### src/iecr_pkg.sv
// ----------------------------------------------------------------------------
// ICMP echo reply checker package
// Shared item types, status codes and the expected echo payload text.
// ----------------------------------------------------------------------------
package iecr_pkg;

    localparam int PosW         = 8;
    localparam int PayloadStart = 8;
    localparam int PayloadLen   = 11;

    localparam logic [2:0] ST_OK          = 3'd0;
    localparam logic [2:0] ST_BAD_CSUM    = 3'd1;
    localparam logic [2:0] ST_NOT_REPLY   = 3'd2;
    localparam logic [2:0] ST_ID_MISMATCH = 3'd3;
    localparam logic [2:0] ST_PAYLOAD     = 3'd4;

    localparam logic [0:0] CFG_IDENT    = 1'd0;
    localparam logic [0:0] CFG_SEQUENCE = 1'd1;

    typedef struct packed {
        logic [7:0] packet_byte;
        logic       last_byte;
    } t_in_item;

    typedef struct packed {
        logic [2:0]  status;
        logic [7:0]  ttl_seen;
        logic [7:0]  icmp_length;
        logic [15:0] ident_seen;
        logic [15:0] sequence_seen;
    } t_out_item;

    typedef struct packed {
        logic [15:0] sum;
        logic [7:0]  icmp_len;
        logic        type_bad;
        logic        payload_bad;
        logic [7:0]  ttl;
        logic [15:0] ident;
        logic [15:0] seq_num;
    } t_dgram_view;

    function automatic logic [7:0] echo_char(input logic [3:0] idx);
        logic [7:0] c;
        unique case (idx)
            4'd0:    c = 8'h48;
            4'd1:    c = 8'h65;
            4'd2:    c = 8'h6c;
            4'd3:    c = 8'h6c;
            4'd4:    c = 8'h6f;
            4'd5:    c = 8'h20;
            4'd6:    c = 8'h57;
            4'd7:    c = 8'h6f;
            4'd8:    c = 8'h72;
            4'd9:    c = 8'h6c;
            4'd10:   c = 8'h64;
            default: c = 8'h00;
        endcase
        return c;
    endfunction

endpackage

### src/iecr_datagram.sv
// ----------------------------------------------------------------------------
// ICMP echo reply checker datagram tracker
// Holds the per-datagram state and folds one byte into it per step.
// ----------------------------------------------------------------------------
module iecr_datagram import iecr_pkg::*; #(
    parameter int MAX_LEN = 128
) (
    input  logic        i_clk,
    input  logic        i_rst_n,
    input  logic        i_step,
    input  t_in_item    i_item,
    output t_dgram_view o_view
);

    localparam logic [PosW-1:0] MaxPos = PosW'(MAX_LEN);

    logic [PosW-1:0] r_pos, n_pos;
    logic [5:0]      r_hdr, n_hdr;
    logic [7:0]      r_ttl, n_ttl;
    logic [15:0]     r_sum, n_sum;
    logic [7:0]      r_high, n_high;
    logic [15:0]     r_ident, n_ident;
    logic [15:0]     r_seq, n_seq;
    logic            r_type_bad, n_type_bad;
    logic            r_pay_bad, n_pay_bad;

    logic [7:0]      b;
    logic [5:0]      hdr_now;
    logic [PosW-1:0] k;
    logic [PosW-1:0] pay_off;
    logic [PosW-1:0] icmp_len;
    logic            word_en;
    logic [15:0]     word;
    logic [16:0]     wide_sum;

    always_comb begin
        b          = i_item.packet_byte;
        n_pos      = r_pos;
        n_hdr      = r_hdr;
        n_ttl      = r_ttl;
        n_high     = r_high;
        n_ident    = r_ident;
        n_seq      = r_seq;
        n_type_bad = r_type_bad;
        n_pay_bad  = r_pay_bad;
        word_en    = 1'b0;
        word       = '0;
        hdr_now    = (r_pos == '0) ? {b[3:0], 2'b00} : r_hdr;
        k          = r_pos - {2'b00, hdr_now};
        pay_off    = k - PosW'(PayloadStart);

        if (r_pos < MaxPos) begin
            n_hdr = hdr_now;
            if (r_pos == PosW'(8)) begin
                n_ttl = b;
            end
            if (r_pos >= {2'b00, hdr_now}) begin
                if (!k[0]) begin
                    n_high = b;
                end else begin
                    word_en = 1'b1;
                    word    = {r_high, b};
                end
                if ((k == PosW'(0) || k == PosW'(1)) && b != 8'h00) begin
                    n_type_bad = 1'b1;
                end else if (k == PosW'(4)) begin
                    n_ident[15:8] = b;
                end else if (k == PosW'(5)) begin
                    n_ident[7:0] = b;
                end else if (k == PosW'(6)) begin
                    n_seq[15:8] = b;
                end else if (k == PosW'(7)) begin
                    n_seq[7:0] = b;
                end else if (k >= PosW'(PayloadStart)
                             && k < PosW'(PayloadStart + PayloadLen)) begin
                    if (b != echo_char(pay_off[3:0])) begin
                        n_pay_bad = 1'b1;
                    end
                end else if (k == PosW'(PayloadStart + PayloadLen) && b != 8'h00) begin
                    n_pay_bad = 1'b1;
                end
            end
            n_pos = r_pos + PosW'(1);
        end

        icmp_len = (n_pos > {2'b00, n_hdr}) ? n_pos - {2'b00, n_hdr} : '0;
        if (i_item.last_byte && icmp_len[0]) begin
            word_en = 1'b1;
            word    = {n_high, 8'h00};
        end

        wide_sum = {1'b0, r_sum} + {1'b0, word};
        if (!word_en) begin
            n_sum = r_sum;
        end else if (wide_sum[16]) begin
            n_sum = wide_sum[15:0] + 16'd1;
        end else begin
            n_sum = wide_sum[15:0];
        end
    end

    always_comb begin
        o_view.sum         = n_sum;
        o_view.icmp_len    = icmp_len;
        o_view.type_bad    = n_type_bad;
        o_view.payload_bad = n_pay_bad;
        o_view.ttl         = n_ttl;
        o_view.ident       = n_ident;
        o_view.seq_num     = n_seq;
    end

    always_ff @(posedge i_clk) begin
        if (!i_rst_n || (i_step && i_item.last_byte)) begin
            r_pos      <= '0;
            r_hdr      <= '0;
            r_ttl      <= '0;
            r_sum      <= 16'hffff;
            r_high     <= '0;
            r_ident    <= '0;
            r_seq      <= '0;
            r_type_bad <= 1'b0;
            r_pay_bad  <= 1'b0;
        end else if (i_step) begin
            r_pos      <= n_pos;
            r_hdr      <= n_hdr;
            r_ttl      <= n_ttl;
            r_sum      <= n_sum;
            r_high     <= n_high;
            r_ident    <= n_ident;
            r_seq      <= n_seq;
            r_type_bad <= n_type_bad;
            r_pay_bad  <= n_pay_bad;
        end
    end

endmodule

### config.mk
export PLATFORM = sky130hd
export DESIGN_NAME = iecr_datagram
export DESIGN_NICKNAME = d
export VERILOG_FILES = /design/src/iecr_pkg.sv /design/src/iecr_datagram.sv
export SDC_FILE = /design/constraint.sdc
export NUM_CORES = 1
export LEC_CHECK = 0
export BUFFER_PORTS_ARGS = -buffer_cell sky130_fd_sc_hd__buf_2
export CAP_MARGIN = 20
export CORE_ASPECT_RATIO = 1.1
export CORE_UTILIZATION = 30
export CTS_CLUSTER_SIZE = 40
export DETAILED_ROUTE_END_ITERATION = 8
export GPL_ROUTABILITY_DRIVEN = 0
export PLACE_DENSITY = 0.49
export REMOVE_ABC_BUFFERS = 1
export SKIP_CTS_REPAIR_TIMING = 1
export SLEW_MARGIN = 25
export SYNTH_ARGS = -nofsm -noshare
export SYNTH_HDL_FRONTEND = slang
export SYNTH_SLANG_ARGS = --single-unit
### constraint.sdc
create_clock -name i_clk -period 7.3 [get_ports i_clk]
set_input_delay 1.095 -clock i_clk [delete_from_list [all_inputs] [get_ports i_clk]]
set_output_delay 1.095 -clock i_clk [all_outputs]
set_load 0.1 [all_outputs]
==> out/results.ini, run 1 <==
[synth]
synth.distinct_cells = 79
syn_inst = 795
ys_top_cells_by_area = dfxtp_1 (25%), ha_1 (7.6%), mux2_2 (7.3%)
syn_area_um2 = 6450
avgSynthCellArea_um2 = 8.11
synth_edf_count = 0
yosys_warnings = 0
yosysTopAreaCellShare = 0.248
synth_top_area_cell = dfxtp_1
async_reset_ff_frac = 0
ys.flop_type = dfxtp_1
synth_seq_cells = 80
synth-seq-area-share = 0.248

[floorplan]
die-height_um = 156
initial_core_util = 0.309
die_area_um2 = 22100
fp.dieW_um = 142
core-area_um2 = 20900
ios = 78
rows = 55

[grt]
grt_pass1_wl_mm = 30.1
grt_antenna_before_repair = 0
grt_pass1_vias = 5758
track_usage = 0.174
grt_overflow = 0
grt_max_degree = 65

[timing]
worstMarginPinSlew_ns = 0.827
relSlewSlack = 0.444
setup_tns_ns = 0
fin_crit_sh = 0.981
fmax_ghz = 0.140
hold_viol = 0
whs_ns = 0.455
slew_viol_final = 0
finalSetupViolCount = 0
final.setup_skew_ns = 0.00769
period_minus_slack_ns = 7.16

[route]
dr.pass1.iters = 5
drt_iter0_drc = 322
postRouteAntennaNets = 0
wl_per_cell_um = 16.4
route.detailed.drc = 0
postRouteWirelength_mm = 19.4
viasPerCell = 5.17
vias = 6130

[setup_path]
critPathSlowestCell = or4_4
timing.critical_path.slowest_cell_delay_ns = 0.54
worstPathArrival_ns = 6.07
start_kind = flop
crit_type = flop to output pin
worstPathCellList = nor4_4 > nor4bb_4 > buf_4 > mux2i_2 > ha_1 > nor2b_4 > o21ai_2 > a21boi_2 > o31ai_4 > a211oi_2 > buf_4 > and3_1 > a22o_1 > ha_4 > nand2_1 > or3_4 > a21bo_4 > buf_4 > nor3_4 > o31ai_2 > a211o_1 > or4_4 > nand3_4 > buf_12
crit_required_ns = 6.20
critPathMostFrequentCell = buf_4
worst_setup_path_end_kind = output pin
worstPathMaxFanout = 6
ff2ff_setup_slack_ns = 1.63

[clock_tree]
worstSkewPairLatency_ns = 0.35
htreeDepth = 3
cts_tree = built
path_clk_slew_ns = 0.07
cts_sinks = 80
cts_root_buf = clkbuf_16
numCtsBuffers = 9
clockBufferDepth = 2

[power_and_ir_drop]
seq_power_share = 0.292
power_frac_comb = 0.391
max-vdd-ir-drop_v = 0.000112
power.internal_uw = 948
swShare = 0.385
power.total_uw = 1540
power_density_nw_per_um2 = 184
pwr-share-clk = 0.317
p_leak_uw = 0.00383
p_sw_uw = 593

[outcome]
status = completed

[placement]
port_buffers = 77
dp_hpwl_mm = 14.1

[cells_and_area]
multi_input_area_um2 = 4960
drive_gt1_frac = 0.306
fin_nets = 949
diodes = 0
fill_cells = 2097
syn_to_final_growth_pct = 30.1
ff_latch_area_um2 = 1600

[min_path]
hold_class = flop to flop

[flow_run]
maxCapViolCount = 0

worst max-delay path, delay by kind of cell (launching register included):
kind | cells | cell delay, ns
AO/OA/AOI/OAI | 8 | 1.54
adder cells (fa/ha/maj) | 2 | 0.60
flip-flops | 1 | 0.33
multiplexers | 1 | 0.23
buffers and inverters | 4 | 0.67
AND/OR/NAND/NOR | 9 | 2.34
power by group through the flow:
stage	combinational (uW)	clock, uW	sequential (uW)
2_1_floorplan	372	0	459
3_3_place_gp	533	0	459
3_5_place_dp	534	0	460
4_1_cts	536	504	449
5_1_grt	646	521	451
6_report	603	488	450
path summary, 6_finish.rpt:
kind                            depth (start not counted)          to     start
worst min-delay path                                    2    r_seq[7]  r_seq[7]
worst max register to register                         24   r_sum[14]  r_pos[6]
worst min register to register                          2    r_seq[7]  r_seq[7]
worst max-delay path                                   24  o_view[65]  r_pos[6]
layout make-up:
class                      count  area share
timing repair buffer         137       0.130
multi-input combinational    649       0.591
sequential                    80       0.191
inverter                      18     0.00805
clock buffer                   9      0.0268
clock inverter                 7      0.0104
tap                          285      0.0425
flip-flops by register name (all words and copies together), names as in the netlist:
name and cells:
r_ident 16, r_seq 16, r_sum 16, r_high 8, r_pos 8, r_ttl 8, r_hdr 6, r_pay_bad 1
r_type_bad 1
cells by family (layout without fill, tap and decap cells):
group           count (synthesis)  count (layout)  synth area share
simple gates                  321             321             0.255
xor+xnor                       40              40            0.0543
mux                            84              84             0.139
compound gates                162             162             0.177
flops                          80              80             0.248
fa+ha+maj                      42              42            0.0850
buf+inv                        66             171            0.0417
cells in the mapped netlist, types with 15 or more instances:
| library cell | n |
|---|---|
| nor2_1 | 104 |
| dfxtp_1 | 80 |
| nand2_1 | 64 |
| a21oi_1 | 47 |
| mux2_2 | 42 |
| mux2i_1 | 42 |
| ha_1 | 39 |
| clkbuf_1 | 36 |
| nor3_1 | 30 |
| nand3_1 | 29 |
| o21ai_0 | 24 |
| xnor2_1 | 20 |
| xor2_1 | 20 |
| inv_1 | 18 |
| and2_1 | 15 |
metrics by stage:
step / util / area, um^2 / cells / setup WS [ns]
CTS: 0.377 / 7860 / 1165 / -0.459
finish: 0.402 / 8390 / 1185 / 0.138
global route: 0.402 / 8390 / 1185 / -0.104
floorplan: - / 6250 / 747 / -2.93
detailed placement: 0.362 / 7550 / 1149 / -0.0414
global placement: 0.362 / 7550 / 1149 / 0.0772
layout by cell type, fill, tap and decap left out, types with 5 or more instances in the layout:
cell type,n
nand3_1,27
buf_12,17
mux2i_1,37
a211oi_1,7
a21oi_1,42
inv_1,18
and3_1,6
dfxtp_1,79
buf_4,59
a21oi_2,6
or2_2,5
or3_1,6
o21ai_0,19
buf_2,61
a21o_1,8
nor2b_1,10
and2_1,14
o21bai_1,5
nand2b_1,6
nor2_1,102
nand4_1,11
xnor2_1,17
xor2_1,20
nor3_1,28
clkbuf_16,9
o211ai_1,7
mux2_2,42
ha_1,32
a22o_1,8
ha_4,5
nand2_1,60
per-layer routing:
metal,global-route usage,share of wire,wire length [um]
met4,0.0415,0.011,223
met2,0.306,0.49,9510
met3,0.0310,0.044,846
met5,0,0,0
met1,0.220,0.46,8860
(Power assumes the default switching activity.)
==> inputs of run 2 (changes only) <==
--- a/config.mk
+++ b/config.mk
@@ -8,14 +8,15 @@
 export BUFFER_PORTS_ARGS = -buffer_cell sky130_fd_sc_hd__buf_2
 export CAP_MARGIN = 20
 export CORE_ASPECT_RATIO = 1.1
-export CORE_UTILIZATION = 30
+export CORE_UTILIZATION = 54
 export CTS_CLUSTER_SIZE = 40
 export DETAILED_ROUTE_END_ITERATION = 8
 export GPL_ROUTABILITY_DRIVEN = 0
-export PLACE_DENSITY = 0.49
+export PLACE_DENSITY = 0.79
 export REMOVE_ABC_BUFFERS = 1
 export SKIP_CTS_REPAIR_TIMING = 1
 export SLEW_MARGIN = 25
 export SYNTH_ARGS = -nofsm -noshare
 export SYNTH_HDL_FRONTEND = slang
 export SYNTH_SLANG_ARGS = --single-unit
+export TNS_END_PERCENT = 20
==> run 2 against run 1 <==
- the flow now finishes with violations (setup timing)
- clock power decreased by 8.4%
- routed wire length decreased by 3.8%
- sequential power about the same
- count of clock-buffer cells in the layout unchanged
- design area decreased by 3.6%
- highest routed layer unchanged
==> out/results.ini, run 2 (synthesis results as in run 1) <==
[clock_tree]
cts_sinks = 80
worstSkewPairLatency_ns = 0.35
cts_tree = built
htreeDepth = 3
path_clk_slew_ns = 0.07
cts_root_buf = clkbuf_16
clockBufferDepth = 2
numCtsBuffers = 9

[grt]
grt_max_degree = 62
grt_pass1_wl_mm = 28.1
grt_antenna_before_repair = 0
track_usage = 0.284
grt_overflow = 0
grt_pass1_vias = 5685

[placement]
port_buffers = 77
dp_hpwl_mm = 12.3

[outcome]
violations = setup timing
status = finished, violations left

[min_path]
whs_path_depth = 2
hold_end = r_seq[6]
min-delay-start = r_seq[6]
hold_class = flop to flop

[setup_path]
r2r_cells = 24
worstPathMaxFanout = 8
crit_required_ns = 6.20
cp-startpoint = r_pos[6]
ff2ff_setup_slack_ns = 1.44
r2r-start = r_pos[6]
worstPathCellList = nor4_4 > nor4bb_4 > buf_4 > buf_4 > mux2i_1 > ha_2 > and4_1 > a211oi_2 > o211a_1 > nor2_4 > nand2_4 > nor2_4 > and2_1 > ha_2 > fa_2 > a21o_1 > nand4_1 > and2_1 > o311a_4 > nor4b_4 > nand3_1 > or3_1 > a31oi_4 > buf_12
critPathSlowestCell = ha_2
timing.critical_path.slowest_cell_delay_ns = 0.43
crit_type = flop to output pin
worstPathArrival_ns = 6.30
r2r-end = r_sum[14]
start_kind = flop
worst_setup_path_end_kind = output pin

[power_and_ir_drop]
max-vdd-ir-drop_v = 0.000151
power_density_nw_per_um2 = 185
seq_power_share = 0.301
swShare = 0.398
power.total_uw = 1500
p_sw_uw = 595
pwr-share-clk = 0.299
power_frac_comb = 0.400
p_leak_uw = 0.00372
power.internal_uw = 900

[timing]
finalSetupViolCount = 3
fmax_ghz = 0.135
final.setup_skew_ns = 0.00766
hold_viol = 0
layout_setup_ws_ns = -0.0979
relSlewSlack = 0.384
worstMarginPinSlew_ns = 0.918
period_minus_slack_ns = 7.40
fin_crit_sh = 1.01
setup_tns_ns = -0.191
slew_viol_final = 0
rsz0062_at_grt = yes

[floorplan]
die_area_um2 = 12400
rows = 41
fp.dieW_um = 106
die-height_um = 117
core-area_um2 = 11500
initial_core_util = 0.559
ios = 78

[route]
drt_iter0_drc = 508
vias = 6438
dr.pass1.iters = 5
wl_per_cell_um = 18.2
route.detailed.drc = 0
viasPerCell = 6.27
postRouteWirelength_mm = 18.7
postRouteAntennaNets = 0

[cells_and_area]
ff_latch_area_um2 = 1610
top_regs = r_ident: 16 flops, r_seq: 16 flops, r_sum: 16 flops
final_cell_mix = nor2_1 (101), dfxtp_1 (77), nand2_1 (61), buf_2 (61)
multi_input_area_um2 = 5030
final_common_cell = nor2_1
diodes = 0
fill_cells = 841
syn_to_final_growth_pct = 25.4
fin_nets = 926
fin_util = 0.700
drive_gt1_frac = 0.300

[flow_run]
maxCapViolCount = 0

-- run 2: changes by cell type in the layout (fill, tap and decap cells not counted), sizes merged --
cell      change
bufinv        -1
clkinvlp      +3
clkinv        -3
inv           +1
buf          -23
-- run 2: area by class of cell --
| cell class | instances | area share |
|---|---|---|
| well taps | 150 | 0.0232 |
| clock inverters | 7 | 0.00743 |
| flip-flops and latches | 80 | 0.199 |
| inverters | 18 | 0.00836 |
| repair buffers | 114 | 0.112 |
| multi-input cells | 649 | 0.622 |
| clock buffers | 9 | 0.0279 |
-- run 2: worst max-delay path, delay by kind of cell (launching register included) --
family,cells,cell delay [ns]
compound gates,5,1.09
fa+ha+maj,3,0.84
buf+inv,3,0.58
flops,1,0.35
mux,1,0.11
simple gates,12,3.00
-- run 2: how the worst max path moves through the flow --
stage                  to  slack (ns)  depth (start not counted)
5_1_grt        o_view[63]       -0.25                         24
4_1_cts        o_view[65]       -0.43                         23
6_report       o_view[63]        -0.1                         24
2_1_floorplan  o_view[64]       -2.93                         22
3_3_place_gp   o_view[65]        0.19                         22
3_5_place_dp   o_view[65]     -0.0003                         23
-- run 2: layer usage --
metal,track usage,part of all wire
met5,0,0
met4,0.103,0.030
met1,0.357,0.41
met3,0.0407,0.072
met2,0.495,0.48
-- run 2: stage by stage --
stage / setup WS (ns) / cells / area, um^2 / hold slack (ns)
after global routing: -0.247 / 1027 / 8090 / 0.473
after global placement: 0.191 / 996 / 7240 / 0.438
after CTS: -0.433 / 1012 / 7530 / 0.456
after detailed placement: -0.000325 / 996 / 7240 / 0.447
after floorplan: -2.93 / 747 / 6250 / 0.419
final: -0.0979 / 1027 / 8090 / 0.461
-- run 2: power groups by stage --
stage          registers (uW)  logic, uW  clock network (uW)
5_1_grt                   451        633                 468
4_1_cts                   450        516                 448
6_report                  451        598                 447
2_1_floorplan             459        372                   0
3_5_place_dp              460        513                   0
3_3_place_gp              459        507                   0
==> inputs of run 3 (changes only) <==
--- a/config.mk
+++ b/config.mk
@@ -8,11 +8,11 @@
 export BUFFER_PORTS_ARGS = -buffer_cell sky130_fd_sc_hd__buf_2
 export CAP_MARGIN = 20
 export CORE_ASPECT_RATIO = 1.1
-export CORE_UTILIZATION = 54
+export CORE_UTILIZATION = 64
 export CTS_CLUSTER_SIZE = 40
 export DETAILED_ROUTE_END_ITERATION = 8
 export GPL_ROUTABILITY_DRIVEN = 0
-export PLACE_DENSITY = 0.79
+export PLACE_DENSITY = 0.88
 export REMOVE_ABC_BUFFERS = 1
 export SKIP_CTS_REPAIR_TIMING = 1
 export SLEW_MARGIN = 25
==> constraint.sdc (replaced) <==
create_clock -name i_clk -period 8.9 [get_ports i_clk]
set_input_delay 1.335 -clock i_clk [delete_from_list [all_inputs] [get_ports i_clk]]
set_output_delay 1.335 -clock i_clk [all_outputs]
set_load 0.1 [all_outputs]
==> run 3 against run 2 <==
- routed wire length fell by 8.1%
- clock skew is 0.0047 ns higher
- critical endpoint is now o_view[65]
- total power decreased by 27%
- critical path depth is the same
- sequential cell count did not move
- the run ends with DRC left
- first-iteration DRC count shrank 26%
- hold slack lost 0.0069 ns
- global-route usage grew 4.5 points
- cell count decreased by 5.6%
- combinational power down 33%
==> out/results.ini, run 3 (synthesis results as in run 1) <==
[setup_path]
start_kind = flop
crit_type = flop to output pin
worst_setup_path_end_kind = output pin
timing.critical_path.slowest_cell_delay_ns = 0.53
cp_top_family = simple AND/OR/NAND/NOR gates
worstPathMaxFanout = 12
cp.depth = 24
r2r-start = r_pos[4]
r2r_cells = 23
cp-startpoint = r_pos[4]
worstPathCellList = nor4_1 > nor4bb_4 > buf_4 > nand2b_1 > inv_1 > fa_1 > nor2b_1 > o21ai_0 > a21boi_1 > o31ai_1 > a211oi_1 > buf_4 > and3_1 > a22o_1 > ha_1 > nand2_1 > or3_1 > a21bo_1 > or3b_2 > nand3_1 > nand4_4 > or4_1 > nand3_1 > clkbuf_4
worstPathArrival_ns = 7.05
path_buf_inv = 4
endpoint = o_view[65]
critPathSlowestCell = or4_1
crit_required_ns = 7.57
r2r-end = r_sum[14]
ff2ff_setup_slack_ns = 2.58

[cells_and_area]
top_regs = r_ident: 16 flops, r_seq: 16 flops, r_sum: 16 flops
finalNonFillerCells = 970
final_cell_mix = nor2_1 (104), dfxtp_1 (80), buf_2 (75), nand2_1 (63), a21oi_1 (47)
fin_area_um2 = 7130
diodes = 0
fill_cells = 727
final_common_cell = nor2_1
fin_nets = 899
syn_to_final_growth_pct = 10.6
drive_gt1_frac = 0.201

[route]
drt_iter0_drc = 378
vias = 6239
routed.top_layer = met4
viasPerCell = 6.43
dr_wl_met3_mm = 1.24
dr_wl_met2_mm = 8.28
postRouteAntennaNets = 0
wl_met1_mm = 7.25
dr.pass1.iters = 7
postRouteWirelength_mm = 17.2
route.detailed.drc = 10
wl_per_cell_um = 17.7

[placement]
place_inst = 951
placed_area_um2 = 6850
pre_cts_ws_ns = 0.560
port_buffers = 77
dp_hpwl_mm = 12.3

[power_and_ir_drop]
power.total_uw = 1090
max-vdd-ir-drop_v = 0.000124
p_leak_uw = 0.00338
power_density_nw_per_um2 = 153

[flow_run]
maxCapViolCount = 0

[timing]
final.setup_skew_ns = 0.0124
layout_setup_ws_ns = 0.517
hold_viol = 0
relSlewSlack = 0.394
fmax_ghz = 0.119
fin_crit_sh = 0.942
rsz0062_at_grt = no
worstMarginPinSlew_ns = 0.902
finalSetupViolCount = 0
slew_viol_final = 0
period_minus_slack_ns = 8.38

[floorplan]
initial_core_util = 0.655
fp.dieW_um = 97.7
die-height_um = 107
core-area_um2 = 9840
ios = 78
die_area_um2 = 10500
rows = 38

[grt]
grt_pass1_vias = 5935
grt_overflow = 0
grt_max_degree = 67
grt_pass1_wl_mm = 28.0
grt_antenna_before_repair = 0
track_usage = 0.329

[outcome]
status = finished, violations left
violations = DRC

[clock_tree]
cts_root_buf = clkbuf_8
worstSkewPairLatency_ns = 0.37
clockBufferDepth = 2
htreeDepth = 3
cts_tree = built
cts_sinks = 80
path_clk_slew_ns = 0.09
numCtsBuffers = 9

[min_path]
hold_class = flop to flop

[run 3: cell count changes in the layout (fill, tap and decap cells not counted), sizes merged]
cell	change
inv	+1
buf	-29
clkbuf	+2
clkinvlp	-3
bufinv	+2
[run 3: area by class of cell]
class | instances | area (um^2) | area share
clock buffer | 9 | 124 | 0.0174
inverter | 18 | 67.6 | 0.00947
timing repair buffer | 87 | 465 | 0.0653
clock inverter | 7 | 109 | 0.0153
tap | 120 | 150 | 0.0210
multi-input combinational | 649 | 4620 | 0.647
sequential | 80 | 1600 | 0.225
[run 3: metal layers]
layer,GRT usage,vias up
li1,-,2966
met1,0.408,2938
met2,0.566,296
met3,0.0494,39
met4,0.145,0
met5,0,-
[run 3: power breakdown]
part	total, uW	leakage (uW)	internal, uW	switching (uW)
clock network	322	0.000119	165	157
registers	370	0.000648	364	5.93
logic	401	0.00261	122	279
total	1090	0.00338	651	441
[run 3: metrics by stage]
stage | TNS, ns | hold slack, ns | util
6_report | 0 | 0.454 | 0.725
3_3_place_gp | 0 | 0.435 | 0.696
3_5_place_dp | 0 | 0.445 | 0.696
2_1_floorplan | -10.29 | 0.419 | -
4_1_cts | 0 | 0.458 | 0.720
5_1_grt | 0 | 0.470 | 0.725
[run 3: worst min-delay path by stage]
stage,start,end,slack (ns),cells past startpoint
2_1_floorplan,r_pay_bad,r_pay_bad,0.42,2
3_3_place_gp,r_seq[3],r_seq[3],0.44,2
3_5_place_dp,r_seq[4],r_seq[4],0.45,2
4_1_cts,r_seq[2],r_seq[2],0.46,2
5_1_grt,r_seq[4],r_seq[4],0.47,2
6_report,r_seq[2],r_seq[2],0.45,2
[run 3: worst reg2reg max path, delay by kind of cell, from the launching register on]
family,cells,cell delay [ns]
simple gates,10,2.54
buf+inv,3,0.56
compound gates,8,2.06
flops,1,0.39
fa+ha+maj,2,0.68
